[src/rtl/lgbs_pkg.sv]
// Package for the launch grid block splitter.
// Holds field widths, status and register codes, and the control types of the
// shared multiply/divide unit. No dependencies.
package lgbs_pkg;

  localparam int EXT_W = 31;
  localparam int LIM_W = 11;
  localparam int BLK_W = 34;
  localparam int THR_W = 12;
  localparam logic [THR_W-1:0] THR_SAT = 12'd2048;

  localparam logic [1:0] ST_OK        = 2'd0;
  localparam logic [1:0] ST_EXTENT    = 2'd1;
  localparam logic [1:0] ST_GIVEN_THR = 2'd2;
  localparam logic [1:0] ST_AUTO_THR  = 2'd3;

  localparam logic [2:0] REG_MAX_BLOCK_X = 3'd0;
  localparam logic [2:0] REG_MAX_BLOCK_Y = 3'd1;
  localparam logic [2:0] REG_MAX_BLOCK_Z = 3'd2;
  localparam logic [2:0] REG_MAX_GRID_X  = 3'd3;
  localparam logic [2:0] REG_MAX_GRID_Y  = 3'd4;
  localparam logic [2:0] REG_MAX_GRID_Z  = 3'd5;
  localparam logic [2:0] REG_MAX_THREADS = 3'd6;

  typedef enum logic {MDU_MUL, MDU_DIV} mdu_op_t;

  typedef struct packed {
    logic    start;
    mdu_op_t op;
  } mdu_req_t;

  typedef struct packed {
    logic busy;
    logic done;
  } mdu_rsp_t;

endpackage

[src/rtl/launch_grid_block_splitter.sv]
// Launch grid block splitter: one request in, one result beat out.
// The work is data dependent: one extent check per dimension, then with given tiles
// one divide per dimension, or in automatic mode a multiply and a modulo per rho step,
// a divide per gcd remainder and a divide and a multiply per factor, all on the shared
// multiply/divide unit. One request is in work at a time; in_tready is low meanwhile.
// Reset is synchronous, active low, and loads the limit registers.
module launch_grid_block_splitter (
  input  logic         clk,
  input  logic         rst_n,
  input  logic         in_tvalid,
  output logic         in_tready,
  // num_dims[1:0], global_x[32:2], global_y[63:33], global_z[94:64],
  // local_x[125:95], local_y[156:126], local_z[187:157], zero fill above
  input  logic [191:0] in_tdata,
  // tile_given[0]
  input  logic         in_tuser,
  output logic         out_tvalid,
  input  logic         out_tready,
  // grid_x[30:0], grid_y[61:31], grid_z[92:62], block_x[123:93],
  // block_y[154:124], block_z[185:155], status[187:186], zero fill above
  output logic [191:0] out_tdata,
  input  logic         cfg_valid,
  output logic         cfg_ready,
  input  logic [2:0]   cfg_index,
  input  logic [30:0]  cfg_data
);

  localparam int EW = lgbs_pkg::EXT_W;
  localparam int LW = lgbs_pkg::LIM_W;
  localparam int BW = lgbs_pkg::BLK_W;
  localparam int TW = lgbs_pkg::THR_W;

  typedef enum logic [3:0] {
    S_IDLE, S_EXT, S_BLK, S_BLKW, S_GLOOP, S_AFIN, S_RHO, S_SQ, S_MOD,
    S_GCD, S_GCDW, S_APPLY, S_EXACT, S_BMUL, S_OUT
  } state_t;

  state_t          state_r;
  logic [LW-1:0]   mb_r [3];
  logic [EW-1:0]   mg_r [3];
  logic [LW-1:0]   mt_r;
  logic [1:0]      dims_r;
  logic [1:0]      dim_r;
  logic            given_r;
  logic [EW-1:0]   glob_r [3];
  logic [EW-1:0]   loc_r [3];
  logic [EW-1:0]   grid_r [3];
  logic [BW-1:0]   blk_r [3];
  logic [1:0]      status_r;
  logic [TW-1:0]   thr_r;
  // Rho iteration state: modulus, walk value, anchor, round length, step, factor.
  logic [EW-1:0]   n_r;
  logic [EW-1:0]   x_r;
  logic [EW-1:0]   anchor_r;
  logic [39:0]     span_r;
  logic [39:0]     k_r;
  logic [EW-1:0]   f_r;
  logic [EW-1:0]   ga_r;
  logic [EW-1:0]   gb_r;
  logic            out_valid_r;
  logic [191:0]    out_data_r;

  lgbs_pkg::mdu_req_t mdu_req;
  lgbs_pkg::mdu_rsp_t mdu_rsp;
  logic [63:0]        mdu_opa;
  logic [BW-1:0]      mdu_opb;
  logic [63:0]        mdu_res;
  logic [BW-1:0]      mdu_rem;

  logic [EW-1:0]      cur_glob;
  logic [EW-1:0]      cur_loc;
  logic [EW-1:0]      cur_mb;
  logic [EW-1:0]      cur_mg;
  logic [EW+LW-1:0]   ext_lim;
  logic [EW-1:0]      b_lim;
  logic [EW-1:0]      b_sel;
  logic               last_dim;
  logic [EW-1:0]      x_new;
  logic [EW-1:0]      d_abs;
  logic [EW:0]        ceil_num;

  function automatic logic [TW-1:0] thr_mul(logic [TW-1:0] t, logic [BW-1:0] v);
    logic [TW-1:0]   vs;
    logic [2*TW-1:0] p;
    vs = (v > BW'(2047)) ? lgbs_pkg::THR_SAT : v[TW-1:0];
    p  = t * vs;
    return (p > (2*TW)'(2047)) ? lgbs_pkg::THR_SAT : p[TW-1:0];
  endfunction

  lgbs_mdu u_mdu (
    .clk   (clk),
    .rst_n (rst_n),
    .req   (mdu_req),
    .opa   (mdu_opa),
    .opb   (mdu_opb),
    .rsp   (mdu_rsp),
    .res   (mdu_res),
    .rem   (mdu_rem)
  );

  assign cur_glob = glob_r[dim_r];
  assign cur_loc  = loc_r[dim_r];
  assign cur_mb   = EW'(mb_r[dim_r]);
  assign cur_mg   = mg_r[dim_r];
  assign ext_lim  = mb_r[dim_r] * mg_r[dim_r];
  assign b_lim    = (cur_glob < cur_mb) ? cur_glob : cur_mb;
  assign b_sel    = (given_r && (cur_loc < b_lim)) ? cur_loc : b_lim;
  assign last_dim = (dim_r == dims_r - 2'd1);
  assign ceil_num = {1'b0, cur_glob} + {1'b0, b_sel} - (EW+1)'(1);
  assign x_new    = mdu_rem[EW-1:0];
  assign d_abs    = (x_new >= anchor_r) ? (x_new - anchor_r) : (anchor_r - x_new);

  // The shared unit is started from the sequencer state that needs it.
  always_comb begin
    mdu_req.start = 1'b0;
    mdu_req.op    = lgbs_pkg::MDU_DIV;
    mdu_opa       = '0;
    mdu_opb       = '0;
    case (state_r)
      S_BLK: begin
        mdu_req.start = given_r;
        mdu_opa       = 64'(ceil_num);
        mdu_opb       = BW'(b_sel);
      end
      S_RHO: begin
        mdu_req.start = (k_r <= span_r) && (f_r <= EW'(1));
        mdu_req.op    = lgbs_pkg::MDU_MUL;
        mdu_opa       = 64'(x_r);
        mdu_opb       = BW'(x_r);
      end
      S_SQ: begin
        mdu_req.start = mdu_rsp.done;
        mdu_opa       = mdu_res + 64'd1;
        mdu_opb       = BW'(n_r);
      end
      S_GCD: begin
        mdu_req.start = (gb_r != '0);
        mdu_opa       = 64'(ga_r);
        mdu_opb       = BW'(gb_r);
      end
      S_APPLY: begin
        mdu_req.start = (f_r != n_r);
        mdu_opa       = 64'(n_r);
        mdu_opb       = BW'(f_r);
      end
      S_EXACT: begin
        mdu_req.start = mdu_rsp.done;
        mdu_req.op    = lgbs_pkg::MDU_MUL;
        mdu_opa       = 64'(blk_r[dim_r]);
        mdu_opb       = BW'(f_r);
      end
      default: ;
    endcase
  end

  assign in_tready  = (state_r == S_IDLE);
  assign cfg_ready  = 1'b1;
  assign out_tvalid = out_valid_r;
  assign out_tdata  = out_data_r;

  always_ff @(posedge clk) begin
    if (!rst_n) begin
      state_r     <= S_IDLE;
      out_valid_r <= 1'b0;
      mb_r[0]     <= 11'd1024;
      mb_r[1]     <= 11'd1024;
      mb_r[2]     <= 11'd64;
      mg_r[0]     <= 31'd2147483647;
      mg_r[1]     <= 31'd65535;
      mg_r[2]     <= 31'd65535;
      mt_r        <= 11'd1024;
    end else begin
      if (cfg_valid) begin
        case (cfg_index)
          lgbs_pkg::REG_MAX_BLOCK_X: mb_r[0] <= cfg_data[LW-1:0];
          lgbs_pkg::REG_MAX_BLOCK_Y: mb_r[1] <= cfg_data[LW-1:0];
          lgbs_pkg::REG_MAX_BLOCK_Z: mb_r[2] <= cfg_data[LW-1:0];
          lgbs_pkg::REG_MAX_GRID_X:  mg_r[0] <= cfg_data;
          lgbs_pkg::REG_MAX_GRID_Y:  mg_r[1] <= cfg_data;
          lgbs_pkg::REG_MAX_GRID_Z:  mg_r[2] <= cfg_data;
          lgbs_pkg::REG_MAX_THREADS: mt_r    <= cfg_data[LW-1:0];
          default: ;
        endcase
      end

      // In S_OUT the output register is reloaded below when it is empty or its beat leaves.
      if (out_valid_r && out_tready && state_r != S_OUT) out_valid_r <= 1'b0;

      case (state_r)
        S_IDLE: begin
          if (in_tvalid) begin
            // A zero dimension count, extent or tile is taken as one.
            dims_r    <= (in_tdata[1:0] == 2'd0) ? 2'd1 : in_tdata[1:0];
            given_r   <= in_tuser;
            glob_r[0] <= (in_tdata[32:2] == '0) ? EW'(1) : in_tdata[32:2];
            glob_r[1] <= (in_tdata[63:33] == '0) ? EW'(1) : in_tdata[63:33];
            glob_r[2] <= (in_tdata[94:64] == '0) ? EW'(1) : in_tdata[94:64];
            loc_r[0]  <= (in_tdata[125:95] == '0) ? EW'(1) : in_tdata[125:95];
            loc_r[1]  <= (in_tdata[156:126] == '0) ? EW'(1) : in_tdata[156:126];
            loc_r[2]  <= (in_tdata[187:157] == '0) ? EW'(1) : in_tdata[187:157];
            for (int i = 0; i < 3; i++) begin
              grid_r[i] <= EW'(1);
              blk_r[i]  <= BW'(1);
            end
            status_r <= lgbs_pkg::ST_OK;
            thr_r    <= TW'(1);
            dim_r    <= 2'd0;
            state_r  <= S_EXT;
          end
        end
        S_EXT: begin
          if ((EW+LW)'(cur_glob) > ext_lim) status_r <= lgbs_pkg::ST_EXTENT;
          if (last_dim) begin
            dim_r <= 2'd0;
            if (status_r != lgbs_pkg::ST_OK || (EW+LW)'(cur_glob) > ext_lim)
              state_r <= S_OUT;
            else
              state_r <= S_BLK;
          end else begin
            dim_r <= dim_r + 2'd1;
          end
        end
        S_BLK: begin
          if (given_r) begin
            blk_r[dim_r] <= BW'(b_sel);
            thr_r        <= thr_mul(thr_r, BW'(b_sel));
            state_r      <= S_BLKW;
          end else begin
            // Automatic mode: blocks start at one and the grid at the extent.
            grid_r[dim_r] <= cur_glob;
            if (last_dim) begin
              dim_r   <= 2'd0;
              thr_r   <= TW'(1);
              state_r <= S_GLOOP;
            end else begin
              dim_r <= dim_r + 2'd1;
            end
          end
        end
        S_BLKW: begin
          if (mdu_rsp.done) begin
            grid_r[dim_r] <= mdu_res[EW-1:0];
            if (last_dim) begin
              if (thr_r > TW'(mt_r)) status_r <= lgbs_pkg::ST_GIVEN_THR;
              state_r <= S_OUT;
            end else begin
              dim_r   <= dim_r + 2'd1;
              state_r <= S_BLK;
            end
          end
        end
        S_GLOOP: begin
          if (grid_r[dim_r] > cur_mg) begin
            n_r      <= grid_r[dim_r];
            x_r      <= EW'(2);
            anchor_r <= EW'(2);
            span_r   <= 40'd2;
            k_r      <= 40'd1;
            f_r      <= EW'(1);
            state_r  <= S_RHO;
          end else begin
            thr_r <= thr_mul(thr_r, blk_r[dim_r]);
            if (last_dim) state_r <= S_AFIN;
            else          dim_r   <= dim_r + 2'd1;
          end
        end
        S_AFIN: begin
          if (thr_r > TW'(mt_r)) status_r <= lgbs_pkg::ST_AUTO_THR;
          state_r <= S_OUT;
        end
        S_RHO: begin
          if ((k_r <= span_r) && (f_r <= EW'(1))) begin
            state_r <= S_SQ;
          end else begin
            // End of a round: double its length and move the anchor.
            span_r   <= {span_r[38:0], 1'b0};
            anchor_r <= x_r;
            k_r      <= 40'd1;
            if (f_r != EW'(1)) state_r <= S_APPLY;
          end
        end
        S_SQ: begin
          if (mdu_rsp.done) state_r <= S_MOD;
        end
        S_MOD: begin
          if (mdu_rsp.done) begin
            x_r     <= x_new;
            ga_r    <= d_abs;
            gb_r    <= n_r;
            state_r <= S_GCD;
          end
        end
        S_GCD: begin
          if (gb_r == '0) begin
            f_r     <= ga_r;
            k_r     <= k_r + 40'd1;
            state_r <= S_RHO;
          end else begin
            state_r <= S_GCDW;
          end
        end
        S_GCDW: begin
          if (mdu_rsp.done) begin
            ga_r    <= gb_r;
            gb_r    <= mdu_rem[EW-1:0];
            state_r <= S_GCD;
          end
        end
        S_APPLY: begin
          if (f_r != n_r) begin
            state_r <= S_EXACT;
          end else begin
            // No proper factor: halve the grid, rounding up, double the block.
            blk_r[dim_r]  <= {blk_r[dim_r][BW-2:0], 1'b0};
            grid_r[dim_r] <= EW'(({1'b0, n_r} + (EW+1)'(1)) >> 1);
            state_r       <= S_GLOOP;
          end
        end
        S_EXACT: begin
          if (mdu_rsp.done) begin
            grid_r[dim_r] <= mdu_res[EW-1:0];
            state_r       <= S_BMUL;
          end
        end
        S_BMUL: begin
          if (mdu_rsp.done) begin
            blk_r[dim_r] <= mdu_res[BW-1:0];
            state_r      <= S_GLOOP;
          end
        end
        S_OUT: begin
          if (!out_valid_r || out_tready) begin
            out_valid_r <= 1'b1;
            if (status_r != lgbs_pkg::ST_OK) begin
              out_data_r <= {4'd0, status_r, 186'd0};
            end else begin
              out_data_r <= {4'd0, status_r,
                             blk_r[2][EW-1:0], blk_r[1][EW-1:0], blk_r[0][EW-1:0],
                             grid_r[2], grid_r[1], grid_r[0]};
            end
            state_r <= S_IDLE;
          end
        end
        default: state_r <= S_IDLE;
      endcase
    end
  end

endmodule

[src/rtl/lgbs_mdu.sv]
// Shared multiply/divide unit: shift-add multiply (34 steps) and restoring
// divide of a 64-bit dividend (64 steps), one step per cycle.
// Depends on lgbs_pkg.
module lgbs_mdu (
  input  logic                      clk,
  input  logic                      rst_n,
  input  lgbs_pkg::mdu_req_t        req,
  input  logic [63:0]               opa,
  input  logic [lgbs_pkg::BLK_W-1:0] opb,
  output lgbs_pkg::mdu_rsp_t        rsp,
  output logic [63:0]               res,
  output logic [lgbs_pkg::BLK_W-1:0] rem
);

  logic                       busy_r;
  logic                       done_r;
  lgbs_pkg::mdu_op_t          op_r;
  logic [6:0]                 cnt_r;
  logic [63:0]                acc_r;
  logic [63:0]                a_r;
  logic [lgbs_pkg::BLK_W-1:0] b_r;
  logic [lgbs_pkg::BLK_W-1:0] rem_r;
  logic [lgbs_pkg::BLK_W:0]   trial;
  logic [lgbs_pkg::BLK_W:0]   diff;
  logic                       fits;

  assign trial = {rem_r, a_r[63]};
  assign diff  = trial - {1'b0, b_r};
  assign fits  = (trial >= {1'b0, b_r});

  always_ff @(posedge clk) begin
    if (!rst_n) begin
      busy_r <= 1'b0;
      done_r <= 1'b0;
    end else begin
      done_r <= 1'b0;
      if (req.start) begin
        busy_r <= 1'b1;
        op_r   <= req.op;
        a_r    <= opa;
        b_r    <= opb;
        acc_r  <= '0;
        rem_r  <= '0;
        cnt_r  <= (req.op == lgbs_pkg::MDU_MUL) ? 7'(lgbs_pkg::BLK_W) : 7'd64;
      end else if (busy_r) begin
        if (op_r == lgbs_pkg::MDU_MUL) begin
          if (b_r[0]) acc_r <= acc_r + a_r;
          a_r <= {a_r[62:0], 1'b0};
          b_r <= {1'b0, b_r[lgbs_pkg::BLK_W-1:1]};
        end else begin
          if (fits) rem_r <= diff[lgbs_pkg::BLK_W-1:0];
          else      rem_r <= trial[lgbs_pkg::BLK_W-1:0];
          a_r   <= {a_r[62:0], 1'b0};
          acc_r <= {acc_r[62:0], fits};
        end
        cnt_r <= cnt_r - 7'd1;
        if (cnt_r == 7'd1) begin
          busy_r <= 1'b0;
          done_r <= 1'b1;
        end
      end
    end
  end

  assign rsp.busy = busy_r;
  assign rsp.done = done_r;
  assign res      = acc_r;
  assign rem      = rem_r;

endmodule

[config.mk]
export PLATFORM = sky130hd
export DESIGN_NAME = launch_grid_block_splitter
export DESIGN_NICKNAME = d
export VERILOG_FILES = /design/src/rtl/lgbs_pkg.sv /design/src/rtl/launch_grid_block_splitter.sv /design/src/rtl/lgbs_mdu.sv
export SDC_FILE = /design/constraint.sdc
export NUM_CORES = 2
export LEC_CHECK = 0
export BUFFER_PORTS_ARGS = -buffer_cell sky130_fd_sc_hd__buf_4
export CORE_ASPECT_RATIO = 0.5
export CORE_UTILIZATION = 50
export DETAILED_ROUTE_END_ITERATION = 16
export PLACE_DENSITY = 0.65
export SYNTH_ARGS = -nofsm -noshare
export SYNTH_HDL_FRONTEND = slang
export SYNTH_SLANG_ARGS = --single-unit
[constraint.sdc]
create_clock -name clk -period 46.5 [get_ports clk]
set_input_delay 2.325 -clock clk [delete_from_list [all_inputs] [get_ports clk]]
set_output_delay 2.325 -clock clk [all_outputs]
set_load 0.02 [all_outputs]
Yosys cells after proc, flatten, opt, wreduce, memory -nomap -nowiden

Memory sizes are Yosys's and may differ from the RTL's. A register that Yosys moved wholly into a read port is not among the register bits.
Index checks and enable logic that the tools add are counted.

Bits in registers: 513
RAM bits: 507
Input port bits: 232
Memories: 6

Memories:

| name   | words | bits a word | read ports | clocked after Yosys merged registers in | wr ports | RTL line                         | text |
|---|---|---|---|---|---|---|---|
| blk_r  | 3     | 34          | 4          | 4                                       | 3        | launch_grid_block_splitter.sv:48 | `logic [BW-1:0] blk_r [3];` |
| glob_r | 3     | 31          | 1          | 1                                       | 3        | launch_grid_block_splitter.sv:45 | `logic [EW-1:0] glob_r [3];` |
| grid_r | 3     | 31          | 4          | 4                                       | 3        | launch_grid_block_splitter.sv:47 | `logic [EW-1:0] grid_r [3];` |
| loc_r  | 3     | 31          | 1          | 1                                       | 3        | launch_grid_block_splitter.sv:46 | `logic [EW-1:0] loc_r [3];` |
| mg_r   | 3     | 31          | 1          | 1                                       | 3        | launch_grid_block_splitter.sv:40 | `logic [EW-1:0] mg_r [3];` |
| mb_r   | 3     | 11          | 1          | 1                                       | 3        | launch_grid_block_splitter.sv:39 | `logic [LW-1:0] mb_r [3];` |

Add/subtract/negate cells: 12
Multiply operators: 3
Order comparisons: 13
Equality and inequality tests: 48
Muxes and demuxes: 169
Bitwise operators: 13
Reductions and logical operators: 55

Operator list:

| operator                                                                          | number |
|---|---|
| 31-bit 2-to-1 mux                                                                 | 24 |
| 64-bit case mux with 6 select lines                                               | 1 |
| 64-bit 2-to-1 mux                                                                 | 5 |
| 31-bit case mux with 2 select lines                                               | 5 |
| 34-bit 2-to-1 mux                                                                 | 9 |
| 31-bit zero test                                                                  | 7 |
| 40-bit 2-to-1 mux                                                                 | 5 |
| 31-bit case mux with 5 select lines                                               | 1 |
| 40-bit case mux with 3 select lines                                               | 1 |
| 12-bit 2-to-1 mux                                                                 | 8 |
| 40-bit case mux with 2 select lines                                               | 1 |
| 4-bit 2-to-1 mux                                                                  | 18 |
| 64-bit by 1-bit adder with 64-bit output, second input constant                   | 1 |
| 64-bit adder                                                                      | 1 |
| 31-bit subtractor                                                                 | 2 |
| 1-bit 2-to-1 mux                                                                  | 61 |
| 4-bit case mux with 14 select lines                                               | 1 |
| 24-bit by 11-bit greater-than comparator with 1-bit output, second input constant | 2 |
| 12-bit by 12-bit multiplier with 24-bit output                                    | 2 |
| 31-bit by 42-bit greater-than comparator with 1-bit output                        | 1 |
| 11-bit by 31-bit multiplier with 42-bit output                                    | 1 |
| 40-bit by 1-bit adder with 40-bit output, second input constant                   | 1 |
| 40-bit <= comparator                                                              | 1 |
| 2-bit 2-to-1 mux                                                                  | 19 |
| 61 further kinds                                                                  | 135 |

Longest topological paths before layout

Depth in word-level cells: 12
Mapped depth: 53

Modules after synthesis

A second synthesis with hierarchy kept.

Cells, all modules: 9,001
Area, all modules: 91,746.7 sq um

By module, submodules not included:

| module                     | instances | cells an instance | area each (sq um) | sequential area each (sq um) |
|---|---|---|---|---|
| launch_grid_block_splitter | 1         | 7,494             | 77,075.2          | 31,710.4 |
| lgbs_mdu                   | 1         | 1,507             | 14,671.6          | 6,165.9 |

Worst setup path before layout

OpenSTA, ideal clock, no wires.

Path kind: input port to flip-flop
Start: in rst_n
End: reg out_data_r[0], in the netlist out_tdata[0], enable pin
Library setup time: 1.195 ns
Data arrival time: 20.633 ns
Setup slack: 24.672 ns
Cell stages on the path: 3
Path buffers: 1
Cells stage by stage: clkbuf_1 clkinv_1 nor4_1

Word-level cells in the longest chain between the ends: 1

Ends and longest elaborated chain:

| element                              | RTL line                          | text |
|---|---|---|
| from (decl)                          | launch_grid_block_splitter.sv:9   | `input logic rst_n,` |
| 3-bit AND reduction (no source line) | -                                 |  |
| to (signal assigned)                 | launch_grid_block_splitter.sv:335 | `out_data_r <= {4'd0, status_r, 186'd0};` |
| to (signal assigned)                 | launch_grid_block_splitter.sv:337 | `out_data_r <= {4'd0, status_r,` |
| to (decl)                            | launch_grid_block_splitter.sv:61  | `logic [191:0] out_data_r;` |

No other way between the ends.
A chain may end at the register's enable or synchronous reset.

==> metrics.log <==
[metrics] result of the run: completed
[metrics] final hold vios: 0
[metrics] half-perimeter wire length after placement: 225,000 microns
[metrics] die footprint: 183,000 sq um
[metrics] Setup TNS: 0 ns
[metrics] fraction of final layout cells with drive strength greater than 1: 0.106
[metrics] core outline area: 178,000 sq um
[metrics] TritonCTS clock tree: yes
[metrics] First DRT Iteration DRCs: 8,994
[metrics] Finished Core Util: 0.559
[metrics] number of antenna violations at the first check in global routing: 33
[metrics] routability cong.: 1.01
[metrics] initial cell density of the core: 0.507
[metrics] wire length of the first global-routing pass: 437,000 microns
[metrics] Area Growth Syn to Fin: 10.3%
[metrics] synthesized area: 90,400 sq um
[metrics] root buf cell: sky130_fd_sc_hd__clkbuf_16
[metrics] wirelength, routed: 300,000 microns
[metrics] Crit path required time: 47.12 ns
[metrics] setup skew after layout: 0.0514 ns
[metrics] max capacitance violation total: 0
[metrics] drt via density: 6.03
[metrics] category of the worst setup path capture point: flip-flop
[metrics] cell at the slowest stage of the critical path: sky130_fd_sc_hd__mux2i_1
[metrics] Mapped Cells: 8,956
[metrics] arrival time reported for the critical path endpoint: 16.34 ns
[metrics] startpoint type of the worst setup path: flip-flop
[metrics] leading register cell type out of synthesis: sky130_fd_sc_hd__edfxtp_1
[metrics] Avg Synthesized Cell Area: 10.1 sq um
[metrics] buffers added on ports: 417
[metrics] number of clock buffers inserted by TritonCTS: 115
[metrics] min cycle time layout: 15.72 ns
[metrics] Final Instance Area: 99,600 sq um
[metrics] clock-pin slew on the worst setup and hold paths: 0.07 ns
[metrics] library cell appearing most often on the critical path: sky130_fd_sc_hd__a21oi_1
[metrics] area of the multi-input gates: 47,200 sq um
[metrics] post-synthesis sequential area ratio: 0.418
[metrics] distinct cell type count after synthesis: 92
[metrics] maximum fanout encountered on the critical timing path: 88
[metrics] H-tree lvl count: 3
[metrics] length of the first detailed-routing pass in iterations: 8
[metrics] boundary pin count: 427
[metrics] number of design rule violations left after detail routing: 0
[metrics] setup fix buffers added after clock tree synthesis: 0
[metrics] EDFF count, synth: 1,245
[metrics] flip-flop and latch area: 37,800 sq um
[metrics] placed cell areas: 95,800 sq um
[metrics] max_slew headroom: 0.126
[metrics] measured slew at the worst slew-check pin: 1.29 ns
[metrics] Warnings, synthesis: 0
[metrics] total number of clock tree sinks: 1,265
[metrics] routed len/inst: 25.9 microns
[metrics] achievable frequency: 63.6 MHz
[metrics] overall overflow remaining after global route: 0
[metrics] standard-cell rows: 109
[metrics] via count of the first global-routing pass: 66,100
[metrics] Longest Clk Path Bufs: 3
[metrics] NumNets Final: 10,300
[metrics] flip-flop and latch count after synthesis: 1,265
[metrics] clock network latency to the later pin of the worst-skew pair: 0.79 ns
[metrics] residual antenna-violating net count after detailed routing: 0
[metrics] classification of the worst setup path: flip-flop to flip-flop
[metrics] pin count of the biggest net entering global routing: 114
[metrics] Async S/R FF share, synth: 0
[metrics] count of final max-slew check failures: 0
[metrics] path class of the lowest-slack min-delay path: flip-flop to flip-flop
[metrics] setup repair after global routing missed its margin: no
[metrics] fraction of the cycle the final worst path needs: 0.338
[metrics] via count of the routed design: 69,800
[metrics] Die Width: 603 microns
[metrics] height of the die: 303 microns
[metrics] count of cells resized by post-cts repair: 0
[metrics] FILL cells: 15,700
[metrics] total of hold buffers inserted after clock tree synthesis: 0
[metrics] delay of the slowest critical-path stage: 1.10 ns
[metrics] GRT Overall Usage: 0.324
[metrics] Final Setup Violations: 0
[flip-flops by register name (all words and copies together) (netlist names), 4 cells and up, named ones only]
| name | flops |
|---|---|
| n_r | 31 |
| mb_r | 33 |
| loc_r | 93 |
| k_r | 40 |
| out_tdata | 188 |
| grid_r | 124 |
| state_r | 4 |
| u_mdu.cnt_r | 7 |
| u_mdu.b_r | 31 |
| thr_r | 12 |
| u_mdu.res | 64 |
| x_r | 31 |
| span_r | 39 |
| mt_r | 11 |
| u_mdu.rem | 34 |
| ga_r | 31 |
| glob_r | 93 |
| f_r | 31 |
| u_mdu.a_r | 64 |
| blk_r | 136 |
| mg_r | 93 |
| gb_r | 31 |
| anchor_r | 31 |
[per-stage QoR]
stage | worst slack [ns] | hold WS (ns) | std cells
floorplan | 24.67 | 0.421 | 8979
CTS | 31.16 | 0.457 | 11500
finish | 30.78 | 0.456 | 11600
global route | 30.26 | 0.471 | 11600
global placement | 31.35 | 0.445 | 11300
detailed placement | 31.23 | 0.448 | 11300
[synth_stat cells, types with 56 or more instances]
cell type	instances	area (sq um)
sky130_fd_sc_hd__a211oi_1	90	676
sky130_fd_sc_hd__a21o_1	174	1310
sky130_fd_sc_hd__a21oi_1	478	2390
sky130_fd_sc_hd__and2_1	283	1770
sky130_fd_sc_hd__and3_1	163	1020
sky130_fd_sc_hd__clkbuf_1	563	2110
sky130_fd_sc_hd__edfxtp_1	1245	37400
sky130_fd_sc_hd__fa_1	465	9310
sky130_fd_sc_hd__ha_1	581	7270
sky130_fd_sc_hd__inv_1	892	3350
sky130_fd_sc_hd__mux2i_1	143	1430
sky130_fd_sc_hd__mux4_2	65	1460
sky130_fd_sc_hd__nand2_1	1009	3790
sky130_fd_sc_hd__nand2b_1	96	601
sky130_fd_sc_hd__nand3_1	167	836
sky130_fd_sc_hd__nand4_1	109	682
sky130_fd_sc_hd__nor2_1	746	2800
sky130_fd_sc_hd__nor3_1	132	661
sky130_fd_sc_hd__nor4_1	88	551
sky130_fd_sc_hd__o21ai_0	297	1490
sky130_fd_sc_hd__o21ai_1	56	280
sky130_fd_sc_hd__xnor2_1	167	1460
sky130_fd_sc_hd__xor2_1	177	1550
[layout by cell type, fill, tap and decap left out, types with 28 or more instances in the layout]
cell                           n
sky130_fd_sc_hd__a211oi_1     90
sky130_fd_sc_hd__a21o_1      174
sky130_fd_sc_hd__a21oi_1     473
sky130_fd_sc_hd__a221oi_1     52
sky130_fd_sc_hd__a22oi_1      34
sky130_fd_sc_hd__a31oi_1      39
sky130_fd_sc_hd__and2_1      281
sky130_fd_sc_hd__and3_1      162
sky130_fd_sc_hd__buf_4       595
sky130_fd_sc_hd__clkbuf_16   115
sky130_fd_sc_hd__diode_2      29
sky130_fd_sc_hd__edfxtp_1   1245
sky130_fd_sc_hd__fa_1        465
sky130_fd_sc_hd__ha_1        581
sky130_fd_sc_hd__inv_1       890
sky130_fd_sc_hd__mux2i_1     137
sky130_fd_sc_hd__mux4_2       65
sky130_fd_sc_hd__nand2_1    1001
sky130_fd_sc_hd__nand2b_1     96
sky130_fd_sc_hd__nand3_1     167
sky130_fd_sc_hd__nand4_1     109
sky130_fd_sc_hd__nor2_1      732
sky130_fd_sc_hd__nor2b_1      35
sky130_fd_sc_hd__nor3_1      128
sky130_fd_sc_hd__nor4_1       83
sky130_fd_sc_hd__o211ai_1     42
sky130_fd_sc_hd__o21a_1       51
sky130_fd_sc_hd__o21ai_0     285
sky130_fd_sc_hd__o21ai_1      40
sky130_fd_sc_hd__o21ai_2      28
sky130_fd_sc_hd__o21bai_1     42
sky130_fd_sc_hd__o22ai_1      37
sky130_fd_sc_hd__xnor2_1     167
sky130_fd_sc_hd__xor2_1      177
[final timing paths]
path | start | endpoint | slack [ns] | cells past startpoint
hold reg to reg | mt_r[6] | mt_r[6] | 0.46 | 2
hold / removal | mt_r[6] | mt_r[6] | 0.46 | 2
setup reg to reg | flip-flop | thr_r[4] | 30.78 | 46
setup / recovery | flip-flop | thr_r[4] | 30.78 | 46
[worst max-delay path: cells and delay by family (launching register included)]
kind                     cells  cell delay, ns
AO/OA/AOI/OAI               19            5.35
AND/OR/NAND/NOR              9            3.01
adder cells (fa/ha/maj)      8            2.90
buffers and inverters        7            1.75
multiplexers                 3            1.49
flip-flops                   1            0.89
[kinds of logic (layout without fill, tap and decap cells)]
| family | Yosys count | after routing | share of synthesized area |
|---|---|---|---|
| compound gates | 1589 | 1589 | 0.111 |
| simple gates | 2940 | 2940 | 0.152 |
| xor+xnor | 344 | 344 | 0.0333 |
| mux | 241 | 241 | 0.0364 |
| fa+ha+maj | 1049 | 1049 | 0.184 |
| flops | 1265 | 1265 | 0.418 |
| buf+inv | 1526 | 1711 | 0.0645 |
| other cells | 2 | 54 | 0.0000831 |
[layer usage]
| layer | up-vias | routed length [microns] | track usage |
|---|---|---|---|
| met3 | 553 | 34500 | 0.0864 |
| met2 | 3481 | 132000 | 0.492 |
| met5 | - | 404 | 0.00430 |
| met1 | 34500 | 122000 | 0.449 |
| met4 | 26 | 11300 | 0.113 |
| li1 | 31300 | - | - |
[area by class of cell]
cell class,instances,share of cell area
multi-input cells,6188,0.474
well taps,2386,0.0300
repair buffers,596,0.0450
clock buffers,140,0.0298
inverters,897,0.0338
clock inverters,78,0.00776
flip-flops and latches,1265,0.379
diodes,29,0.000728
Power is left out: the tool's default activity adds up to more than one toggle a clock period on the data nets, which glitch-free logic cannot reach.
